## config.mk

```make
export PLATFORM = sky130hd
export DESIGN_NAME = smpq_cell
export DESIGN_NICKNAME = d
export VERILOG_FILES = /design/src/rtl/core/smpq_pkg.sv /design/src/rtl/core/smpq_cell.sv
export SDC_FILE = /design/constraint.sdc
export NUM_CORES = 1
export LEC_CHECK = 0
export BUFFER_PORTS_ARGS = -buffer_cell sky130_fd_sc_hd__buf_2
export CORE_AREA = 2 2 129 131
export CTS_CLUSTER_SIZE = 8
export DETAILED_ROUTE_END_ITERATION = 16
export DIE_AREA = 0 0 131 133
export PLACE_DENSITY = 0.7
export SYNTH_ARGS = -nofsm -noshare
export SYNTH_HDL_FRONTEND = slang
export SYNTH_SLANG_ARGS = --single-unit
```

## constraint.sdc

```tcl
create_clock -name aclk -period 8.7 [get_ports aclk]
set_input_delay 0.435 -clock aclk [delete_from_list [all_inputs] [get_ports aclk]]
set_output_delay 0.435 -clock aclk [all_outputs]
set_load 0.03 [all_outputs]
```

## src/rtl/core/smpq_pkg.sv

```systemverilog
// ----------------------------------------------------------------------------
// Sorted max priority queue package
// Request and status codes, cell commands and the link between cells.
// ----------------------------------------------------------------------------
package smpq_pkg;

    localparam int ValueW = 64;
    localparam int CountW = 7;

    localparam logic [2:0] REQ_PUSH  = 3'd0;
    localparam logic [2:0] REQ_PEEK  = 3'd1;
    localparam logic [2:0] REQ_POP   = 3'd2;
    localparam logic [2:0] REQ_READ  = 3'd3;
    localparam logic [2:0] REQ_CLEAR = 3'd4;

    localparam logic [1:0] STATUS_OK    = 2'd0;
    localparam logic [1:0] STATUS_EMPTY = 2'd1;
    localparam logic [1:0] STATUS_FULL  = 2'd2;

    typedef enum logic [2:0] {
        CELL_HOLD   = 3'd0,
        CELL_PUSH   = 3'd1,
        CELL_POP    = 3'd2,
        CELL_ROTATE = 3'd3,
        CELL_CLEAR  = 3'd4
    } cell_op_t;

    typedef struct packed {
        cell_op_t            op;
        logic [ValueW-1:0]   push_value;
        logic [ValueW-1:0]   head_value;
    } cell_cmd_t;

    typedef struct packed {
        logic [ValueW-1:0]   value;
        logic                valid;
        logic                gt;
    } cell_link_t;

endpackage

```

## src/rtl/core/smpq_cell.sv

```systemverilog
// ----------------------------------------------------------------------------
// Sorted max priority queue cell
// Holds one entry of the sorted chain and moves it toward either neighbor.
// ----------------------------------------------------------------------------
module smpq_cell (
    input  logic                  aclk,
    input  logic                  aresetn,
    input  smpq_pkg::cell_cmd_t   cmd,
    input  smpq_pkg::cell_link_t  left,
    input  smpq_pkg::cell_link_t  right,
    output smpq_pkg::cell_link_t  self
);

    logic [smpq_pkg::ValueW-1:0] value_reg;
    logic [smpq_pkg::ValueW-1:0] value_next;
    logic                        valid_reg;
    logic                        valid_next;
    logic                        gt;

    assign gt = valid_reg && (value_reg > cmd.push_value);

    always_comb begin
        value_next = value_reg;
        valid_next = valid_reg;
        case (cmd.op)
            smpq_pkg::CELL_PUSH: begin
                if (!gt) begin
                    if (left.gt) begin
                        value_next = cmd.push_value;
                        valid_next = 1'b1;
                    end else begin
                        value_next = left.value;
                        valid_next = left.valid;
                    end
                end
            end
            smpq_pkg::CELL_POP: begin
                value_next = right.value;
                valid_next = right.valid;
            end
            smpq_pkg::CELL_ROTATE: begin
                if (right.valid) begin
                    value_next = right.value;
                end else if (valid_reg) begin
                    value_next = cmd.head_value;
                end
            end
            smpq_pkg::CELL_CLEAR: begin
                valid_next = 1'b0;
            end
            default: begin
                value_next = value_reg;
            end
        endcase
    end

    always_ff @(posedge aclk) begin
        if (!aresetn) begin
            valid_reg <= 1'b0;
        end else begin
            valid_reg <= valid_next;
        end
    end

    always_ff @(posedge aclk) begin
        value_reg <= value_next;
    end

    assign self.value = value_reg;
    assign self.valid = valid_reg;
    assign self.gt    = gt;

endmodule

```

==> results of run 1 <==
worst register-to-register path: stages, from the launching register on:
cell and delay, ns:
edfxtp_1 0.40, ha_1 0.35, nand4_2 0.13, nor4_2 0.51, nand4_1 0.28, or4_4 0.60
o41ai_4 0.31, a21oi_2 0.10, o22ai_4 0.10, buf_4 0.71
per-stage QoR:
step           total power [mW]  utilization, %
2_1_floorplan             0.600               -
3_3_place_gp              0.718            46.9
3_5_place_dp              0.725            46.9
4_1_cts                    1.05            48.5
5_1_grt                    1.10            48.5
6_report                   1.04            48.5
cell type report:
cell class | instances | area [sq um]
clock buffers | 11 | 233
well taps | 220 | 275
flip-flops and latches | 65 | 1940
multi-input cells | 434 | 3450
fillers | 1570 | 8330
repair buffers | 333 | 1680
inverters | 64 | 240
clock inverters | 5 | 22.5
synthesized netlist by cell type (3+ instances only):
cell and n:
nand3_1 7, inv_1 64, clkbuf_1 18, buf_1 10
a21oi_1 27, ha_1 64, mux2_2 64, nand2_1 86
a221oi_1 4, nor2_1 7, o21ai_0 70, mux2i_1 64
a21o_1 3, edfxtp_1 64, nand4_2 4, nand2b_1 3
nand4_1 7
metal layers:
layer	GRT usage, %	part of all wire, %
met5	0	0
met4	7.21	2.1
met1	21.8	42
met3	3.60	5.8
met2	35.1	50
report_power, final:
| part | leakage, nW | switching (mW) | internal, mW | total [mW] |
|---|---|---|---|---|
| registers | 0.617 | 0.0133 | 0.379 | 0.392 |
| clock network | 0.128 | 0.134 | 0.189 | 0.323 |
| logic | 3.45 | 0.182 | 0.143 | 0.324 |
kinds of logic after synthesis:
logic type	Yosys count	share of synthesized area (%)
AOI/OAI and AO/OA	117	11.7
adders and majority gates	64	14.0
buffers and inverters	94	6.29
DFF	65	33.9
muxes	128	23.8
and+or+nand+nor	125	10.3
worst max path at each step:
| stage | slack [ns] | end | cells past startpoint |
|---|---|---|---|
| finish | 4.76 | value_reg[48] | 9 |
| global route | 4.57 | value_reg[50] | 9 |
| CTS | 4.70 | value_reg[56] | 9 |
| detailed placement | 4.53 | value_reg[26] | 11 |
| global placement | 4.60 | value_reg[53] | 11 |
| floorplan | 2.66 | value_reg[0] | 8 |
cell usage in the layout, fill, tap and decap left out, types with 2 or more instances in the layout:
cell type	instances
a21o_1	3
a21oi_1	27
a221oi_1	4
and4_1	2
buf_2	329
buf_4	4
clkbuf_1	2
clkbuf_16	9
clkinv_1	2
clkinv_2	3
edfxtp_1	64
ha_1	64
inv_1	64
mux2_2	64
mux2i_1	64
nand2_1	86
nand2b_4	2
nand3_1	7
nand4_1	7
nand4_2	4
nor2_1	7
nor3_1	2
nor4_2	2
o21a_1	2
o21ai_0	70
==> results.cfg, run 1 <==
[run_status]
status = finished clean

[clock_network]
hold_buffers = 0
cts_tree = yes
cts_made_buffers = 9
cts_setup_buffers = 0
cts-root-buf = clkbuf_16
postCtsResizedCells = 0
clk_pin_slew_worst_paths_ns = 0.06
h-tree-depth = 3
clock_sink_count = 65
cts_buffer_depth = 2
clk_latency_ns = 0.33

[global_route]
gr-total-overflow = 0
antenna_found_initial = 0
grt_pass1_vias = 5414
grt_max_degree = 131
grt_first_pass_wirelength_mm = 25.9
grtUsageTotal_pct = 19.2

[synthesis]
synth_top_area_share_pct = 33.6
synth_area_per_cell_sq_um = 9.65
synthTopCellsByArea = edfxtp_1 (34%), ha_1 (14%), mux2_2 (13%), mux2i_1 (11%), o21ai_0 (6.1%)
ys_seq_area_share_pct = 33.9
post-synth-top-area-cell = edfxtp_1
synth_cells = 593
synth_cell_type_count = 39
async_reset_ff_share_pct = 0
syn-num-nets = 922
ys_warn_count = 0
ys_ff_latch = 65
syn_area_sq_um = 5720
synth_edf_count = 64
ys.flop_type = edfxtp_1

[floorplan]
die_y_um = 133
die_x_um = 131
fp.coreArea_sq_um = 16200
boundaryPins = 331
start_util_pct = 35.4
die-area_sq_um = 17400
rows = 47

[placed_design]
place_inst = 1116
dpl.hpwl_mm = 13.6
place_ws_ns = 4.53
dpl_cell_area_sq_um = 7580
globalplace.congestion = 0.841
io_buffers = 329

[sta]
hold_viol_final = 0
relSlewSlack_pct = 24.4
rsz0062_at_grt = no
drv_slew = 0
finClkSkew_ns = 0.00863
whs_ns = 0.375
worst_pin_slew_ns = 1.13
setup_violations = 0
fin_ws_ns = 4.76
setup_tns_ns = 0
period_minus_slack_ns = 3.94
period_share_pct = 45.3
fmax_ghz = 0.254

[power]
leakage_nw = 4.19
power.density_nw_per_um2 = 133
ir_drop_mv = 0.0759

[layout]
layout-drive-gt1-share_pct = 46.3
instances_no_fill = 1132
num_antenna_cells = 0
fin_nets = 1236
post-route-cell-area_sq_um = 7840
syn2layout_area_growth_pct = 37.0
largest_reg_flops = 64

[worst_setup_path]
cp_num_buf_inv = 1
critPathTopFamily = simple AND/OR/NAND/NOR gates
reg2reg_slack_ns = 4.76
arrival_ns = 3.89
path_class = reg2reg
worstReg2RegEnd = value_reg[48]
worstReg2RegStart = value_reg[46]
crit_start = value_reg[46]
critical_path.cell_chain = ha_1 -> nand4_2 -> nor4_2 -> nand4_1 -> or4_4 -> o41ai_4 -> a21oi_2 -> o22ai_4 -> buf_4
max_stage_delay_ns = 0.71
worstPathRequired_ns = 8.65
end_kind = flip-flop
reg2reg_depth = 9
start_kind = flip-flop
slowest_stage = buf_4
path_max_fanout = 64

[min_path]
hold_path_class = in2reg
hold_depth = 2
hp-start = left[1]
hold_end = valid_reg

[drt]
dr_total_vias = 5426
drc = 0
routed_wl_mm = 17.2
drt_first_pass_iters = 4
dr.first_iter.drc_count = 156
drtAntennaViolNets = 0
via_per_inst = 4.79
drt-wirelength-per-cell_um = 15.2

[run]
max-cap-violations = 0
No activity file was read; power rests on OpenSTA's default activity.
==> run 2, diff against run 1 <==
Settings changed: PLACE_DENSITY 0.7 to 0.73.
Clock period 8.7 ns to 3.4 ns, I/O delays scaled along.
==> run 2 against run 1 <==
Net effect:
- via count rose by 0.22%
- clock skew rose by 0.0011 ns
- first-iteration DRC count up 22%
- critical path depth stayed put
- cell area increased by 2.3%
- final cell count barely moved
- combinational power grew to 2.6 times the previous value
- clock-buffer cell count did not move
- largest cell class unchanged
==> results.cfg, run 2 (synthesized netlist as in run 1, its figures left out) <==
[layout]
syn2layout_area_growth_pct = 40.1
fin_nets = 1238
final_common_cell = buf_2
num_antenna_cells = 0
layout-drive-gt1-share_pct = 47.1
multi_input_area_sq_um = 3560
fillers = 1508
fin_util_pct = 49.6
register_area_sq_um = 1940
final_cell_mix = buf_2 (329), nand2_1 (86), o21ai_0 (70)
largest_reg_flops = 64

[drt]
dr_total_vias = 5438
routed_wl_mm = 17.7
dr.first_iter.drc_count = 190
drt-wirelength-per-cell_um = 15.6
drc = 0
drtAntennaViolNets = 0
drt_first_pass_iters = 4
via_per_inst = 4.80

[worst_setup_path]
end_kind = flip-flop
path_max_fanout = 64
critical_path.cell_chain = ha_4 -> nand4_2 -> nor4_4 -> nand4_1 -> or4_4 -> o41ai_4 -> a21oi_2 -> o22ai_4 -> buf_12
worstPathRequired_ns = 3.39
path_class = reg2reg
start_kind = flip-flop
cp_num_buf_inv = 1
cp_num_cells = 9
reg2reg_depth = 9
slowest_stage = or4_4
arrival_ns = 3.16
max_stage_delay_ns = 0.48
critPathTopFamily = simple AND/OR/NAND/NOR gates

[power]
ir_drop_mv = 0.251
leakage_nw = 4.24
power.density_nw_per_um2 = 345

[floorplan]
boundaryPins = 331
start_util_pct = 35.4
die-area_sq_um = 17400
fp.coreArea_sq_um = 16200
die_y_um = 133
die_x_um = 131
rows = 47

[clock_network]
postCtsResizedCells = 0
cts_tree = yes
cts_made_buffers = 9
hold_buffers = 0
clock_sink_count = 65
h-tree-depth = 3
cts_buffer_depth = 2
clk_latency_ns = 0.33
cts_setup_buffers = 0
cts-root-buf = clkbuf_16
clk_pin_slew_worst_paths_ns = 0.05

[run]
max-cap-violations = 0

[sta]
drv_slew = 0
fmax_ghz = 0.315
setup_violations = 0
fin_ws_ns = 0.227
relSlewSlack_pct = 45.0
period_share_pct = 93.3
rsz0062_at_grt = no
period_minus_slack_ns = 3.17
whs_ns = 0.0747
finClkSkew_ns = 0.00972
worst_pin_slew_ns = 0.825
hold_viol_final = 0

[global_route]
grt_first_pass_wirelength_mm = 26.8
grt_max_degree = 80
antenna_found_initial = 0
grtUsageTotal_pct = 19.8
grt_pass1_vias = 5526
gr-total-overflow = 0

[placed_design]
globalplace.congestion = 0.788
place_ws_ns = 0.134
io_buffers = 329
dpl.hpwl_mm = 14.3

[min_path]
hold_path_class = in2reg
hold_depth = 2

[run_status]
status = finished clean
## run 2: changes by cell type in the layout (fill, tap and decap cells not counted), sizes merged
cell,previous run,this run
clkinvlp,0,1
bufinv,0,1
buf,333,335
clkinv,5,2
## run 2: power breakdown
part	total [mW]	internal, mW	switching (mW)
clock	0.902	0.559	0.343
combinational	0.856	0.379	0.478
sequential	1.00	0.969	0.0362
total	2.76	1.91	0.857
## run 2: final timing paths
path	from	end	slack, ns
hold / removal	left[1]	valid_reg	0.07
setup reg to reg	value_reg[43]	value_reg[47]	0.23
setup / recovery	value_reg[43]	value_reg[47]	0.23
hold reg to reg	valid_reg	valid_reg	0.83
## run 2: layout make-up
type	count	area share (%)
repair buffers	335	21.6
clock inverters	4	0.562
well taps	220	3.43
flip-flops and latches	65	24.2
multi-input cells	434	44.3
inverters	64	3.00
clock buffers	11	2.90
## run 2: layer usage
metal  global-route usage, %  wire length (um)
met5                       0                 0
met4                    4.67               227
met3                    4.25               998
met2                    37.6              9230
met1                    22.0              7210
## run 2: worst register-to-register path: cells and delay by family (launching register included)
kind	cells	cell delay [ns]
and+or+nand+nor	4	1.21
AOI/OAI and AO/OA	3	0.51
DFF	1	0.42
buffers and inverters	1	0.36
adders and majority gates	1	0.31
## run 2: per-stage QoR
stage / total power [mW] / setup TNS [ns] / area (sq um) / instances
floorplan: 1.55 / -20.70 / 5840 / 593
global placement: 1.87 / 0 / 7740 / 1118
detailed placement: 1.88 / 0 / 7740 / 1118
CTS: 2.80 / 0 / 8020 / 1133
global route: 2.92 / 0 / 8020 / 1133
finish: 2.76 / 0 / 8020 / 1133
